### src/hdl/wclm_pkg.sv
// Package for the French word-clock LED mask block: sizes, the LED word type
// and the constant word tables. No dependencies.
`default_nettype none

package wclm_pkg;

  localparam int ROW_COUNT = 13;
  localparam int ROW_WIDTH = 15;
  localparam int ROW_IDX_W = 4;

  localparam logic [ROW_IDX_W-1:0] LAST_ROW = ROW_IDX_W'(ROW_COUNT - 1);

  localparam logic [4:0] HOUR_MAX   = 5'd23;
  localparam logic [5:0] MINUTE_MAX = 6'd59;
  localparam logic [5:0] MINUTES_PER_HOUR = 6'd60;
  localparam logic [5:0] MOINS_FROM = 6'd40;

  typedef struct packed {
    logic [ROW_IDX_W-1:0] row;
    logic [ROW_WIDTH-1:0] bits;
  } led_word_t;

  typedef logic [ROW_COUNT-1:0][ROW_WIDTH-1:0] led_mask_t;

  localparam led_word_t W_IT_IS   = '{4'd0,  15'h3700};
  localparam led_word_t W_NOON    = '{4'd1,  15'h001E};
  localparam led_word_t W_HEURE   = '{4'd4,  15'h7C00};
  localparam led_word_t W_HEURES  = '{4'd4,  15'h7E00};
  localparam led_word_t W_MOINS   = '{4'd4,  15'h001F};
  localparam led_word_t W_ET_HOUR = '{4'd4,  15'h0060};
  localparam led_word_t W_LE      = '{4'd5,  15'h6000};
  localparam led_word_t W_ET      = '{4'd7,  15'h0600};
  localparam led_word_t W_DEMI    = '{4'd7,  15'h01E0};
  localparam led_word_t W_MINUTES = '{4'd12, 15'h00FE};
  localparam led_word_t W_MINUTE  = '{4'd12, 15'h00FC};

  // Hour words for hour modulo twelve; entry zero is minuit.
  localparam led_word_t W_HOUR [12] = '{
    '{4'd2, 15'h7E00}, '{4'd3, 15'h7000}, '{4'd0, 15'h0078}, '{4'd1, 15'h0F80},
    '{4'd2, 15'h003F}, '{4'd2, 15'h01E0}, '{4'd1, 15'h00E0}, '{4'd1, 15'h7800},
    '{4'd3, 15'h000F}, '{4'd3, 15'h0F00}, '{4'd1, 15'h0007}, '{4'd3, 15'h00F0}
  };

  // Units one through nine, indexed by unit minus one.
  localparam led_word_t W_UNIT [9] = '{
    '{4'd11, 15'h7000}, '{4'd7, 15'h000F}, '{4'd9, 15'h007C}, '{4'd8, 15'h7E00},
    '{4'd10, 15'h3C00}, '{4'd9, 15'h0007}, '{4'd8, 15'h01E0}, '{4'd9, 15'h03C0},
    '{4'd11, 15'h000F}
  };

  // Ten through sixteen, indexed by value minus ten.
  localparam led_word_t W_TEENS [7] = '{
    '{4'd7, 15'h7000}, '{4'd12, 15'h3C00}, '{4'd9, 15'h7C00}, '{4'd8, 15'h003F},
    '{4'd11, 15'h0FF0}, '{4'd10, 15'h07C0}, '{4'd10, 15'h001F}
  };

  // Tens ten through fifty at index one to five; index zero lights nothing.
  localparam led_word_t W_TENS [6] = '{
    '{4'd0, 15'h0000}, '{4'd7, 15'h7000}, '{4'd5, 15'h001F}, '{4'd6, 15'h003F},
    '{4'd5, 15'h1FE0}, '{4'd6, 15'h7FC0}
  };

endpackage : wclm_pkg

`default_nettype wire

### src/hdl/word_clock_led_mask.sv
// Top level of the French word-clock LED mask block: request register, row
// sequencer and output register. Depends on wclm_pkg and wclm_mask.
//
// Usage: a request carries hour_of_day (0-23) and minute_of_hour (0-59) on
// the input channel (in_valid/in_ready). Larger values are clamped to 23 and
// 59. For each request the block returns thirteen results on the output
// channel (out_valid/out_ready), rows 0 to 12 in order, each with row_index,
// the row's 15 LEDs in row_bits (set where lit; bit 14 is the leftmost
// column) and last_row set on row 12.
// Row 0 is loaded into the output register after the request has entered the
// request register, and further rows follow one per cycle while the receiver
// takes them, from the single output register; the next request is taken on
// the same edge that loads row 12, so frames follow each other with no gap.
// enable_demi is written through cfg_we/cfg_wdata, by the user only while the
// block is idle; the block itself does not enforce this. Reset sets it to 1
// (half past reads demi).
// Reset (rst, synchronous) drops any request in flight and empties the
// output register. When the receiver stalls, the current row holds in the
// output register and the sequencer waits; a new request is then refused
// until the frame in progress has reached its last row.
`default_nettype none

module word_clock_led_mask (
  input  wire logic        clk,
  input  wire logic        rst,
  input  wire logic        cfg_we,
  input  wire logic        cfg_wdata,
  input  wire logic        in_valid,
  output logic             in_ready,
  input  wire logic [4:0]  hour_of_day,
  input  wire logic [5:0]  minute_of_hour,
  output logic             out_valid,
  input  wire logic        out_ready,
  output logic [3:0]       row_index,
  output logic [14:0]      row_bits,
  output logic             last_row
);

  // Configuration register.
  logic enable_demi;

  // Request register holding the clamped time and the row being emitted.
  logic                           item_valid;
  logic [4:0]                     item_hour;
  logic [5:0]                     item_minute;
  logic [wclm_pkg::ROW_IDX_W-1:0] row;

  logic                           accept;
  logic                           load;
  logic                           at_last;
  logic [wclm_pkg::ROW_WIDTH-1:0] mask_row;

  // A row moves into the output register whenever that register is free or
  // its current row is being taken this cycle.
  assign load    = item_valid && (!out_valid || out_ready);
  assign at_last = (row == wclm_pkg::LAST_ROW);
  assign in_ready = !item_valid || (load && at_last);
  assign accept   = in_valid && in_ready;

  always_ff @(posedge clk) begin
    if (rst) begin
      enable_demi <= 1'b1;
    end else if (cfg_we) begin
      enable_demi <= cfg_wdata;
    end
  end

  always_ff @(posedge clk) begin
    if (rst) begin
      item_valid <= 1'b0;
      row        <= '0;
    end else begin
      if (load) begin
        row <= at_last ? '0 : row + 1'b1;
      end
      if (accept) begin
        item_valid <= 1'b1;
      end else if (load && at_last) begin
        item_valid <= 1'b0;
      end
    end
  end

  // Clamp the time on the way in so the decoder sees only legal values.
  always_ff @(posedge clk) begin
    if (accept) begin
      item_hour   <= (hour_of_day > wclm_pkg::HOUR_MAX) ? wclm_pkg::HOUR_MAX : hour_of_day;
      item_minute <= (minute_of_hour > wclm_pkg::MINUTE_MAX) ?
                     wclm_pkg::MINUTE_MAX : minute_of_hour;
    end
  end

  wclm_mask u_mask (
    .hour        (item_hour),
    .minute      (item_minute),
    .enable_demi (enable_demi),
    .row         (row),
    .row_bits    (mask_row)
  );

  // Output register.
  always_ff @(posedge clk) begin
    if (rst) begin
      out_valid <= 1'b0;
    end else if (load) begin
      out_valid <= 1'b1;
    end else if (out_ready) begin
      out_valid <= 1'b0;
    end
  end

  always_ff @(posedge clk) begin
    if (load) begin
      row_index <= row;
      row_bits  <= mask_row;
      last_row  <= at_last;
    end
  end

endmodule : word_clock_led_mask

`default_nettype wire

### src/hdl/wclm_mask.sv
// Combinational word decoder: builds the full LED mask for one time of day
// and selects one row of it. Depends on wclm_pkg.
`default_nettype none

module wclm_mask (
  input  wire logic [4:0]                     hour,
  input  wire logic [5:0]                     minute,
  input  wire logic                           enable_demi,
  input  wire logic [wclm_pkg::ROW_IDX_W-1:0] row,
  output logic      [wclm_pkg::ROW_WIDTH-1:0] row_bits
);

  function automatic wclm_pkg::led_mask_t add_word(input wclm_pkg::led_mask_t m,
                                                   input wclm_pkg::led_word_t w);
    wclm_pkg::led_mask_t r;
    r = m;
    if (w.row <= wclm_pkg::LAST_ROW) begin
      r[w.row] = r[w.row] | w.bits;
    end
    return r;
  endfunction

  wclm_pkg::led_mask_t mask;
  logic [3:0] h12;
  logic [5:0] v;
  logic [2:0] tens;
  logic [3:0] units;

  always_comb begin
    mask  = '0;
    v     = '0;
    tens  = '0;
    units = '0;
    h12   = (hour >= 5'd12) ? 4'(hour - 5'd12) : hour[3:0];

    mask = add_word(mask, wclm_pkg::W_IT_IS);

    // Hour words: midi and minuit carry no heure.
    if (hour == 5'd12) begin
      mask = add_word(mask, wclm_pkg::W_NOON);
    end else begin
      mask = add_word(mask, wclm_pkg::W_HOUR[h12]);
    end
    if (hour != 5'd0 && hour != 5'd12) begin
      if (h12 == 4'd1) begin
        mask = add_word(mask, wclm_pkg::W_HEURE);
      end else begin
        mask = add_word(mask, wclm_pkg::W_HEURES);
      end
    end

    // Minute words; from minute forty the count runs down to the hour.
    if (minute != 6'd0) begin
      if (minute >= wclm_pkg::MOINS_FROM) begin
        mask = add_word(mask, wclm_pkg::W_MOINS);
        v = wclm_pkg::MINUTES_PER_HOUR - minute;
        if (v == 6'd15) begin
          mask = add_word(mask, wclm_pkg::W_LE);
        end
      end else begin
        mask = add_word(mask, wclm_pkg::W_ET_HOUR);
        v = minute;
      end

      if (v == 6'd30 && enable_demi) begin
        mask = add_word(mask, wclm_pkg::W_DEMI);
      end else begin
        if (v > 6'd10 && v <= 6'd16) begin
          mask = add_word(mask, wclm_pkg::W_TEENS[3'(v - 6'd10)]);
        end else begin
          if (v >= 6'd50)      tens = 3'd5;
          else if (v >= 6'd40) tens = 3'd4;
          else if (v >= 6'd30) tens = 3'd3;
          else if (v >= 6'd20) tens = 3'd2;
          else if (v >= 6'd10) tens = 3'd1;
          else                 tens = 3'd0;
          units = 4'(v - (6'(tens) * 6'd10));
          if (tens != 3'd0) begin
            mask = add_word(mask, wclm_pkg::W_TENS[tens]);
          end
          if (units != 4'd0) begin
            if (units == 4'd1 && tens != 3'd0) begin
              mask = add_word(mask, wclm_pkg::W_ET);
            end
            mask = add_word(mask, wclm_pkg::W_UNIT[units - 4'd1]);
          end
        end
        // Quart takes no minute word.
        if (v != 6'd15) begin
          if (v != 6'd1) begin
            mask = add_word(mask, wclm_pkg::W_MINUTES);
          end else begin
            mask = add_word(mask, wclm_pkg::W_MINUTE);
          end
        end
      end
    end

    row_bits = mask[row];
  end

endmodule : wclm_mask

`default_nettype wire
### config.mk
export PLATFORM = sky130hd
export DESIGN_NAME = word_clock_led_mask
export DESIGN_NICKNAME = d
export VERILOG_FILES = /design/src/hdl/wclm_pkg.sv /design/src/hdl/word_clock_led_mask.sv /design/src/hdl/wclm_mask.sv
export SDC_FILE = /design/constraint.sdc
export NUM_CORES = 1
export LEC_CHECK = 0
export ABC_AREA = 1
export BUFFER_PORTS_ARGS = -buffer_cell sky130_fd_sc_hd__buf_2
export CAP_MARGIN = 20
export CORE_AREA = 2 2 112 141
export CTS_BUF_LIST = sky130_fd_sc_hd__clkbuf_8
export CTS_CLUSTER_DIAMETER = 50
export CTS_CLUSTER_SIZE = 8
export DETAILED_ROUTE_END_ITERATION = 8
export DIE_AREA = 0 0 114 143
export PLACE_DENSITY = 0.65
export REMOVE_ABC_BUFFERS = 1
export SLEW_MARGIN = 20
export SYNTH_ARGS = -nofsm -noshare
export SYNTH_HDL_FRONTEND = slang
export SYNTH_SLANG_ARGS = --single-unit
export TNS_END_PERCENT = 50
### constraint.sdc
create_clock -name clk -period 7 [get_ports clk]
set_input_delay 1.05 -clock clk [delete_from_list [all_inputs] [get_ports clk]]
set_output_delay 1.05 -clock clk [all_outputs]
set_load 0.02 [all_outputs]
* Word-level counts from Yosys, hierarchy flattened
Memory sizes are Yosys's and may differ from the RTL's.
Cells that the tools add are included.
** Word-level totals
- Bits in registers :: 38
- ROM bits :: 1152
- Output and inout bits :: 22
- Memories :: 5
** Memory list
- (name not given) :: depth 16, width 19, rd ports 1, clocked after memory_dff 0, wr ports 0, RTL line wclm_mask.sv:42 : mask = add_word(mask, wclm_pkg::W_HOUR[h12]);
- (name not given) :: depth 16, width 19, rd ports 1, clocked after memory_dff 0, wr ports 0, RTL line wclm_mask.sv:85 : mask = add_word(mask, wclm_pkg::W_UNIT[units - 4'd1]);
- (name not given) :: depth 16, width 15, rd ports 1, clocked after memory_dff 0, wr ports 0, RTL line wclm_mask.sv:18 : r[w.row] = r[w.row] | w.bits;
- (name not given) :: depth 8, width 19, rd ports 1, clocked after memory_dff 0, wr ports 0, RTL line wclm_mask.sv:79 : mask = add_word(mask, wclm_pkg::W_TENS[tens]);
- (name not given) :: depth 8, width 19, rd ports 1, clocked after memory_dff 0, wr ports 0, RTL line wclm_mask.sv:69 : mask = add_word(mask, wclm_pkg::W_TEENS[3'(v - 6'd10)]);
** Cells by class
- Add/subtract/negate cells :: 6
- Multiply operators :: 1
- $lt $le $gt $ge :: 28
- Eq/ne operators :: 9
- Multiplexer cells :: 66
- Bitwise logic cells :: 11
- Reduce and logical (&&, ||, !) cells :: 21
** Operator list (number)
- $mux W195 :: 15
- $bwmux W195 :: 3
- $bmux W15 S4 :: 4
- $demux W15 S4 :: 4
- $and A190 B190 Y190 :: 1
- $mux W188 :: 1
- $mux W182 :: 1
- $mux W90 :: 2
- $mux W19 :: 8
- $mux W15 :: 9
- $mux W116 :: 1
- $mux W75 :: 1
- $mux W70 :: 1
- $or A15 B15 Y15 :: 4
- $lt A4 B5 Y1 const B :: 5
- $mux W3 :: 7
- $ge A6 B6 Y1 const B :: 3
- $ge A4 B1 Y1 const B :: 4
- $le A4 B4 Y1 const B :: 4
- $ge A6 B5 Y1 const B :: 2
- $mux W6 :: 2
- $logic_and A1 B1 Y1 :: 11
- $ge A5 B5 Y1 const B :: 2
- $not A4 Y5 :: 2
- other kinds (34) :: 45

* Logic depth before layout (Yosys ltp)
Gate-level depths: netlist of run 1.
- Depth after elaboration :: 43
- Depth in mapped cells :: 46

* By module
From an unflattened synthesis of run 1, not the netlist that was laid out.
** Second synthesis, totals
- Cells, all modules :: 1208
- Area, all modules :: 6866.6 µm²
** Modules (own cells, without submodules)
- wclm_mask :: times used 1, cells an instance 1111, area each 5509.0 µm²
- word_clock_led_mask :: times used 1, cells an instance 97, area each 1357.6 µm²

* Least setup slack after synthesis of run 1
No wires, ideal clock.
- Path kind :: register -> register
- From :: register item_minute[0]
- To :: register row_bits[0] (data pin)
- Data arrival time :: 5.022 ns
- Data required time :: 6.747 ns
- Path slack :: 1.725 ns
- Stages on the path, launching flop included :: 39
- Buffers on the path :: 2
- Period minus slack after synthesis :: 5.275 ns
- Cell sequence :: edfxtp_1 > buf_2 > inv_2 > ha_1 > inv_1 > nand2_1 > nand2_1 > nand2_1 > nand2_2 > ha_1 > clkbuf_1 > inv_1 > nor2_1 > nand3_1 > nand3_1 > inv_1 > nand2_4 > nand2_4 > [3 not listed] > fa_1 > nor2_1 > nor2_1 > o21ai_0 > o21ai_0 > inv_1 > nand2_4 > inv_2 > nor2_4 > nand2_1 > inv_1 > o21ai_1 > o211ai_1 > nand3_1 > nand3_1 > nand2_1 > nand2_1 > nand2_1
** Between the ends
- Cells in the longest elaborated chain, start to end :: 41
- Elaborated cells between the ends (all ways) :: 91
- Classes of those cells :: add/sub (4); mul (1); order compare (17); eq/ne (2); mux (50); bitwise (6); reduce/logical (8); memory (3)
** RTL lines
- start: declaration :: RTL line word_clock_led_mask.sv:45 : logic [5:0] item_minute;
- start signal: assignment :: RTL line word_clock_led_mask.sv:88 : item_minute <= (minute_of_hour > wclm_pkg::MINUTE_MAX) ?
- parallel branches: the longest is 38 deep, another holds $sub A6 B6 Y6
- $mux W195 (*) :: RTL line wclm_mask.sv:53 : if (minute != 6'd0) begin
- $bmux W15 S4 (*) :: RTL line wclm_mask.sv:99 : row_bits = mask[row];
- $mux W15 (implied by the code) (*) :: RTL line wclm_mask.sv:99
- net mask_row, one bit :: RTL line word_clock_led_mask.sv:51 : logic [wclm_pkg::ROW_WIDTH-1:0] mask_row;
- end signal: assignment :: RTL line word_clock_led_mask.sv:115 : row_bits <= mask_row;
- end: declaration :: RTL line word_clock_led_mask.sv:35 : output logic [14:0] row_bits,
Mark *: on every way through the listed nets, which the timed path passes. The select of a mux whose other input is x is not followed.
A chain may end at the register's enable or synchronous reset.

* Worst setup path in the final report of run 1
- From :: register item_minute[0]
- To :: register row_bits[9] (data pin)
The elaborated chain is that of the path after synthesis.

==> qor.yml, run 1 <==
status: "finished, final reports clean"
finClkSkew_ns: 0.01508
syn_area_um2: 7202
cts_buffer_depth: 2
cts_sinks: 38
antenna_found_initial: 0
timing.rr.end: "row_bits[9]"
hold_end: "out_valid"
timing.setup.tns_ns: 0
vias: 9110
drt_iter0_markers: 1168
wl_per_cell_um: 21.21
reg2reg_depth: 36
seq_area_um2: 1071
worstHoldStart: "item_valid"
post-synth-top-area-cell: "nand2_1"
routed_wl_mm: 30.94
grt_pass1_vias: 8540
crit_path_frequent_cell: "nand2_1"
worst_slew_pin_slew_ns: 1.235
timing.critical_path.buf_inv: 9
dp_hpwl_mm: 24.15
globalplace.congestion: 1.079
syn2layout_area_growth_pct: 5.577
rsz0062_at_grt: "no"
startpoint_type: "flip-flop"
worst_ep_required_time_ns: 7.17
cts_tree: "done"
ys_ff_latch: 38
seq_area_frac_synth: 0.1487
drive_gt1_frac: 0.1143
syn_inst: 1267
final_antenna_net_count: 0
fp.dieArea_um2: 16300
p_leak_nw: 3.571
drv_cap: 0
nNetsFinal: 1321
setup_violations: 0
crit_type: "reg2reg"
ff2ff_setup_slack_ns: 0.55
cp_slowest_cell: "fa_1"
ir_drop_uv: 176.3
start_util: 0.4837
root_buffer: "clkbuf_8"
multi_input_area_um2: 5285
min_period_over_period: 0.9208
avgViaCountPerCell: 6.244
fp.dieH_um: 143
clkLatencyLatePin_ns: 0.33
cts_htree_levels: 2
io_buffers: 38
relSlewSlack: 0.1680
pin_count: 39
avgSynthCellArea_um2: 5.684
worstPathArrival_ns: 6.61
numCtsBuffers: 5
drv_slew: 0
drc_errors: 0
fillCellCount: 1646
cts.clk_slew.worst_paths_ns: 0.09
crit_fanout: 14
synth.top_cell.area_share: 0.1835
end_kind: "flip-flop"
final_hold_viol_count: 0
post_synth_num_cell_types: 61
finish.utilization: 0.5107
drt_first_pass_iters: 6
antennaDiodeCount: 0
r2r_start: "item_minute[0]"
holdPathStages: 2
critical_path.max_stage_delay_ns: 0.61
ys_warn_count: 0
fmax_mhz: 155.1
critPathTopFamily: "simple AND/OR/NAND/NOR gates"
period_needed_ns: 6.445
hp-class: "reg2reg"
num_rows: 50
die_x_um: 114
core-area_um2: 14890
synth.top_cells.by_area: "nand2_1, edfxtp_1, inv_1"
grt_max_degree: 47
grt_pass1_wl_mm: 48.18
grt.overflow.total: 0
grt_usage: 0.3830
powerDensity_nw_per_um2: 212.6
[sequential cells by signal, summed over array words and instances, names as in the netlist]
name,flops
item_hour,5
row_bits,15
row,4
out_valid,1
enable_demi,1
row_index,4
last_row,1
item_minute,6
item_valid,1
[power by group]
part           internal, W  switching (W)
sequential        0.000264     0.00000878
combinational     0.000296       0.000814
clock             0.000141      0.0000917
total             0.000701       0.000915
[tightest hold or removal path: stages, from the launching register on]
cell,delay (ns)
dfxtp_1,0.31
inv_1,0.06
a21oi_1,0.06
[Yosys cell counts (all sizes together)]
cell type  number
o31ai          12
nand3b          1
clkbuf         20
ha             27
edfxtp         31
a22o            3
a41oi           1
o2111ai         4
nand4          10
a31oi           9
a2111oi         1
nand3         116
a21boi          3
o311ai          4
a221oi          1
a311oi          2
o22ai           8
and2            2
o21ai         125
a211o           1
dfxtp           7
buf            25
nor3           15
a22oi           6
inv           157
nor2          150
nor4            4
xnor2           1
nand2         379
fa              1
clkinv          9
or2             2
a21oi          91
o21bai          3
a211oi          6
o21a            3
o211ai         26
o221ai          1
[logic make-up (layout without fill, tap and decap cells)]
| kind of cell | after synthesis | in the layout | share of synthesized area |
|---|---|---|---|
| DFF | 38 | 38 | 0.1487 |
| AOI/OAI and AO/OA | 310 | 310 | 0.2554 |
| buffers and inverters | 211 | 221 | 0.1178 |
| xor gates and xnor gates | 1 | 1 | 0.001216 |
| and+or+nand+nor | 679 | 679 | 0.4272 |
| adders and majority gates | 28 | 28 | 0.04969 |
[through the flow]
| step | cells | total power (W) | setup WS [ns] | area (um^2) | hold WS (ns) |
|---|---|---|---|---|---|
| finish | 1459 | 0.001616 | 0.5546 | 7604 | 0.4789 |
| global route | 1459 | 0.001718 | 0.09094 | 7604 | 0.5007 |
| CTS | 1459 | 0.001580 | 0.6140 | 7601 | 0.4794 |
| detailed placement | 1451 | 0.001347 | 0.6574 | 7468 | 0.4675 |
| global placement | 1451 | 0.001356 | 0.8021 | 7468 | 0.4653 |
| floorplan | 1222 | 0.001033 | 1.562 | 6983 | 0.4446 |
[area by class of cell]
type / instances / area share
Clock buffer: 5 / 0.009051
Clock inverter: 3 / 0.008392
Inverter: 166 / 0.08277
Multi-Input combinational cell: 1018 / 0.6951
Sequential cell: 38 / 0.1409
Tap cell: 182 / 0.02995
Timing Repair Buffer: 47 / 0.03390
[cells in the final DEF (no fill, tap or decap), types with 6 or more instances in the layout]
cell	count
a211oi_1	6
a21oi_1	89
a22oi_1	6
a31oi_1	9
buf_2	38
buf_4	9
clkinv_1	9
dfxtp_1	7
edfxtp_1	31
ha_1	26
inv_1	139
inv_2	16
nand2_1	352
nand2_2	18
nand2_4	9
nand3_1	104
nand3_2	11
nand4_1	7
nor2_1	133
nor2_4	11
nor3_1	14
o211ai_1	26
o21ai_0	99
o21ai_1	20
o22ai_1	8
o31ai_1	12
[worst max-delay path by stage]
stage / start / to / slack (ns) / cells past startpoint
2_1_floorplan: item_minute[0] / row_bits[0] / 1.56 / 34
3_3_place_gp: item_minute[0] / row_bits[9] / 0.80 / 36
3_5_place_dp: item_minute[0] / row_bits[9] / 0.66 / 36
4_1_cts: item_minute[0] / row_bits[9] / 0.61 / 36
5_1_grt: item_minute[0] / row_bits[9] / 0.09 / 36
6_report: item_minute[0] / row_bits[9] / 0.55 / 36
[timing repair]
| action | in CTS | in global routing |
|---|---|---|
| hold buffers | 0 | 0 |
| endpoints found under the setup margin | 0 | 1 |
| resized for setup | 0 | 1 |
| buffers inserted | 0 | 0 |
[routing by layer]
layer	part of all wire	GRT usage	vias to the layer above
li1	-	-	4248
met1	0.39	0.4932	4111
met2	0.44	0.6087	588
met3	0.10	0.05390	163
met4	0.069	0.2234	0
met5	0	0	-
Power figures use the tool's default switching activity.
==> inputs of run 2 (changes only) <==
- GPL_ROUTABILITY_DRIVEN: not set -> 0
- PLACE_DENSITY: 0.65 -> 0.68
- clock period: 7 -> 5.21 ns (I/O delays scaled with it)
==> run 2 against run 1 <==
  * Utilization increased by 2.9 points
  * Register-to-register slack lost 0.30 ns
  * Sequential share of layout area is 0.75 points lower
  * Critical endpoint is now row_bits[10]
==> qor.yml, run 2 (same netlist as run 1, synthesis figures left out) <==
status: "finished, final reports clean"
relSlewSlack: 0.3138
pin_count: 39
fillCellCount: 1576
cts_sinks: 38
core-area_um2: 14890
layout_commonest_cell: "nand2_1"
finish.utilization: 0.5396
num_rows: 50
fmax_mhz: 201.7
p_leak_nw: 3.781
worst_slew_pin_slew_ns: 1.021
grt.overflow.total: 0
drt_iter0_markers: 1128
powerDensity_nw_per_um2: 289.6
final_antenna_net_count: 0
critical_path.max_stage_delay_ns: 0.50
start_util: 0.4837
final_cell_mix: "nand2_1, inv_1, nor2_1"
final_cell_area_um2: 8034
antenna_found_initial: 0
hp-class: "reg2reg"
drv_cap: 0
multi_input_area_um2: 5406
period_needed_ns: 4.958
drt_first_pass_iters: 7
reg_top3: "row_bits: 15 flops, item_minute: 6 flops, item_hour: 5 flops"
vias: 9276
dpl-instance-area_um2: 7596
grt_pass1_wl_mm: 43.83
largest_reg_flops: 15
min_period_over_period: 0.9516
grt_usage: 0.3433
crit_type: "reg2reg"
finClkSkew_ns: 0.01739
clock_power_share: 0.144
startpoint_type: "flip-flop"
combPwrFrac: 0.698
final_hold_viol_count: 0
grt_max_degree: 37
critPathTopFamily: "simple AND/OR/NAND/NOR gates"
clkLatencyLatePin_ns: 0.34
cp_slowest_cell: "edfxtp_1"
p_sw_frac: 0.5482
timing.critical_path.buf_inv: 7
numCtsBuffers: 5
top_register: "row_bits"
end_kind: "flip-flop"
ir_drop_uv: 113.7
drv_slew: 0
fp.dieH_um: 143
postCtsHoldBufs: 0
die_x_um: 114
cts_htree_levels: 2
io_buffers: 38
worstPathArrival_ns: 5.13
timing.setup.tns_ns: 0
drive_gt1_frac: 0.1598
fin_cells: 1496
antennaDiodeCount: 0
seq_area_um2: 1071
p_sw_w: 0.001275
dp_hpwl_mm: 21.47
rsz0062_at_grt: "yes"
cts_buffer_depth: 2
worst_ep_required_time_ns: 5.39
setup_violations: 0
cts.clk_slew.worst_paths_ns: 0.10
numPlacedInstances: 1468
cts_tree: "done"
nNetsFinal: 1358
crit_fanout: 10
drc_errors: 0
routed_wl_mm: 28.16
internal_power_w: 0.001051
avgViaCountPerCell: 6.201
syn2layout_area_growth_pct: 11.55
root_buffer: "clkbuf_8"
sequentialPowerShare: 0.159
grt_pass1_vias: 8273
wl_per_cell_um: 18.83
fp.dieArea_um2: 16300
-- run 2: changes by cell type in the layout (fill, tap and decap cells not counted), moves of 3 or more --
cell     before  now
o21ai_0      99   96
inv_1       139  134
o21ai_4       2    5
buf_4         9   44
nand2_1     352  344
nor2_2        5   10
nand2_2      18   24
nor2_1      133  127
-- run 2: worst paths after layout --
path | from | end | slack (ns) | cells past startpoint
worst max-delay path | item_minute[3] | row_bits[10] | 0.25 | 32
worst min-delay path | item_valid | out_valid | 0.48 | 2
worst max register to register | item_minute[3] | row_bits[10] | 0.25 | 32
worst min register to register | item_valid | out_valid | 0.48 | 2
-- run 2: stage by stage --
step / power, W / setup slack (ns) / hold WS [ns]
final: 0.002326 / 0.2522 / 0.4797
after global routing: 0.002459 / -0.08560 / 0.5260
after CTS: 0.002122 / 0.05607 / 0.4808
after detailed placement: 0.001788 / -0.002771 / 0.4695
after global placement: 0.001784 / 0.1053 / 0.4561
after floorplan: 0.001388 / -0.2281 / 0.4446
-- run 2: repair_timing --
action,4_1_cts,5_1_grt
pin swaps,0,18
setup buffers,0,20
endpoints found under the setup margin,3,15
resized for setup,3,39
-- run 2: worst reg2reg max path, delay by kind of cell, from the launching register on --
kind	cells	cell delay, ns
adder cells (fa/ha/maj)	2	0.49
buffers and inverters	7	0.73
XOR/XNOR	1	0.15
AND/OR/NAND/NOR	18	2.05
flip-flops	1	0.50
AO/OA/AOI/OAI	4	0.89
-- run 2: per-layer routing --
| layer | track usage | vias to the layer above | part of all wire |
|---|---|---|---|
| li1 | - | 4322 | - |
| met1 | 0.4291 | 4094 | 0.37 |
| met2 | 0.5504 | 688 | 0.44 |
| met3 | 0.06112 | 172 | 0.12 |
| met4 | 0.2035 | 0 | 0.078 |
| met5 | 0 | - | 0 |
-- run 2: power by group through the flow --
stage          registers [W]  clock network (W)  logic [W]
6_report            0.000369           0.000334    0.00162
5_1_grt             0.000372           0.000338    0.00175
4_1_cts             0.000369           0.000331    0.00142
3_5_place_dp        0.000376                  0    0.00141
3_3_place_gp        0.000375                  0    0.00141
2_1_floorplan       0.000396                  0   0.000992
-- run 2: layout make-up --
cell class | instances | share of cell area
Tap cell | 182 | 0.02834
Sequential cell | 38 | 0.1333
Clock buffer | 5 | 0.008566
Multi-Input combinational cell | 1018 | 0.6729
Timing Repair Buffer | 84 | 0.06868
Inverter | 166 | 0.07958
Clock inverter | 3 | 0.008566
==> inputs of run 3 (changes only) <==
- MAX_ROUTING_LAYER: not set -> met4
==> run 3 against run 2 <==
  * Setup slack got worse by 0.053 ns
  * Via count decreased by 0.11%
  * First-iteration DRC count increased by 6.6%
  * Clock-buffer cell count unchanged
  * Flip-flop and latch count unchanged
  * Cell area decreased by 0.39%
  * Register-to-register slack got worse by 0.05 ns
  * Clock power about the same
  * Hold slack about the same
  * Global-route usage increased by 0.95 points
  * Utilization decreased by 0.21 points
==> qor.yml, run 3 (same netlist as run 1, synthesis figures left out) <==
setup_violations: 0
startpoint_type: "flip-flop"
ir_drop_uv: 108.5
drv_cap: 0
final_antenna_net_count: 0
p_sw_frac: 0.5523
drt_first_pass_iters: 7
cts.clk_slew.worst_paths_ns: 0.10
grt_max_degree: 37
pin_count: 39
drive_gt1_frac: 0.1577
grt_pass1_wl_mm: 43.79
core-area_um2: 14890
numPlacedInstances: 1468
nNetsFinal: 1357
clkLatencyLatePin_ns: 0.34
status: "finished, final reports clean"
cp_slowest_cell: "edfxtp_1"
grt_usage: 0.3528
finish.utilization: 0.5375
num_rows: 50
cts_tree: "done"
crit_fanout: 10
p_leak_nw: 3.767
crit_type: "reg2reg"
min_period_over_period: 0.9618
numCtsBuffers: 5
end_kind: "flip-flop"
drv_slew: 0
cts_htree_levels: 2
powerDensity_nw_per_um2: 287.3
avgViaCountPerCell: 6.198
antenna_found_initial: 0
top_register: "row_bits"
postCtsHoldBufs: 0
hp-class: "reg2reg"
p_sw_w: 0.001270
combPwrFrac: 0.695
cts_buffer_depth: 2
grt.overflow.total: 0
routed_wl_mm: 28.26
layout_commonest_cell: "nand2_1"
final_cell_mix: "nand2_1, inv_1, nor2_1"
fmax_mhz: 199.6
worstPathArrival_ns: 5.19
cts_sinks: 38
worst_ep_required_time_ns: 5.38
fin_hold_ws_ns: 0.4793
internal_power_w: 0.001030
worst_slew_pin_slew_ns: 1.024
period_needed_ns: 5.011
final_hold_viol_count: 0
fp.dieArea_um2: 16300
wl_per_cell_um: 18.90
io_buffers: 38
vias: 9266
grt_pass1_vias: 8267
setup_slack_ns: 0.1991
place_ws_ns: -0.002771
reg_top3: "row_bits: 15 flops, item_minute: 6 flops, item_hour: 5 flops"
syn2layout_area_growth_pct: 11.12
drc_errors: 0
root_buffer: "clkbuf_8"
relSlewSlack: 0.3115
sequentialPowerShare: 0.160
fin_cells: 1495
die_x_um: 114
crit_path_frequent_cell: "nand2_4"
finClkSkew_ns: 0.01781
largest_reg_flops: 15
clock_power_share: 0.145
drt_iter0_markers: 1203
critical_path.max_stage_delay_ns: 0.50
antennaDiodeCount: 0
start_util: 0.4837
fp.dieH_um: 143
dp_hpwl_mm: 21.47
==> run 3: per-layer routing <==
metal	up-vias	track usage	part of all wire
li1	4328	-	-
met1	4112	0.4289	0.37
met2	661	0.5454	0.44
met3	165	0.06282	0.11
met4	0	0.2092	0.074
met5	-	-	0
==> run 3: worst paths after layout <==
path | from | to | slack, ns | cells past startpoint
min | item_valid | out_valid | 0.48 | 2
max reg2reg | item_minute[3] | row_bits[10] | 0.20 | 32
min reg2reg | item_valid | out_valid | 0.48 | 2
max | item_minute[3] | row_bits[10] | 0.20 | 32
==> run 3: per-stage QoR <==
step,setup TNS (ns),power [W],area [um^2]
global placement,0,0.001784,7596
global route,-0.05120,0.002425,8003
finish,0,0.002299,8003
detailed placement,-0.002771,0.001788,7596
CTS,0,0.002122,7744
floorplan,-1.528,0.001388,6983
==> run 3: critical path, delay by kind of cell (launching register included) <==
| kind | cells | cell delay (ns) |
|---|---|---|
| AO/OA/AOI/OAI | 4 | 0.94 |
| XOR/XNOR | 1 | 0.16 |
| flip-flops | 1 | 0.50 |
| adder cells (fa/ha/maj) | 2 | 0.49 |
| AND/OR/NAND/NOR | 18 | 2.00 |
| buffers and inverters | 7 | 0.74 |
==> run 3: cell type report <==
| class | count | area [um^2] |
|---|---|---|
| Fill cell | 1587 | 6887 |
| Sequential cell | 38 | 1071 |
| Tap cell | 182 | 227.7 |
| Multi-Input combinational cell | 1018 | 5399 |
| Inverter | 166 | 639.4 |
| Timing Repair Buffer | 83 | 528.0 |
| Clock inverter | 3 | 68.82 |
| Clock buffer | 5 | 68.82 |
==> run 3: power by group through the flow <==
stage          combinational, W  sequential (W)  clock [W]
3_3_place_gp            0.00141        0.000375          0
3_5_place_dp            0.00141        0.000376          0
4_1_cts                 0.00142        0.000369   0.000331
5_1_grt                 0.00172        0.000372   0.000338
2_1_floorplan          0.000992        0.000396          0
6_report                0.00160        0.000369   0.000332
==> run 3: timing repair <==
action,4_1_cts,5_1_grt
setup buffers,0,19
gates cloned,0,0
endpoints found under the setup margin,3,15
pin swaps,0,17
gates resized for setup,3,34
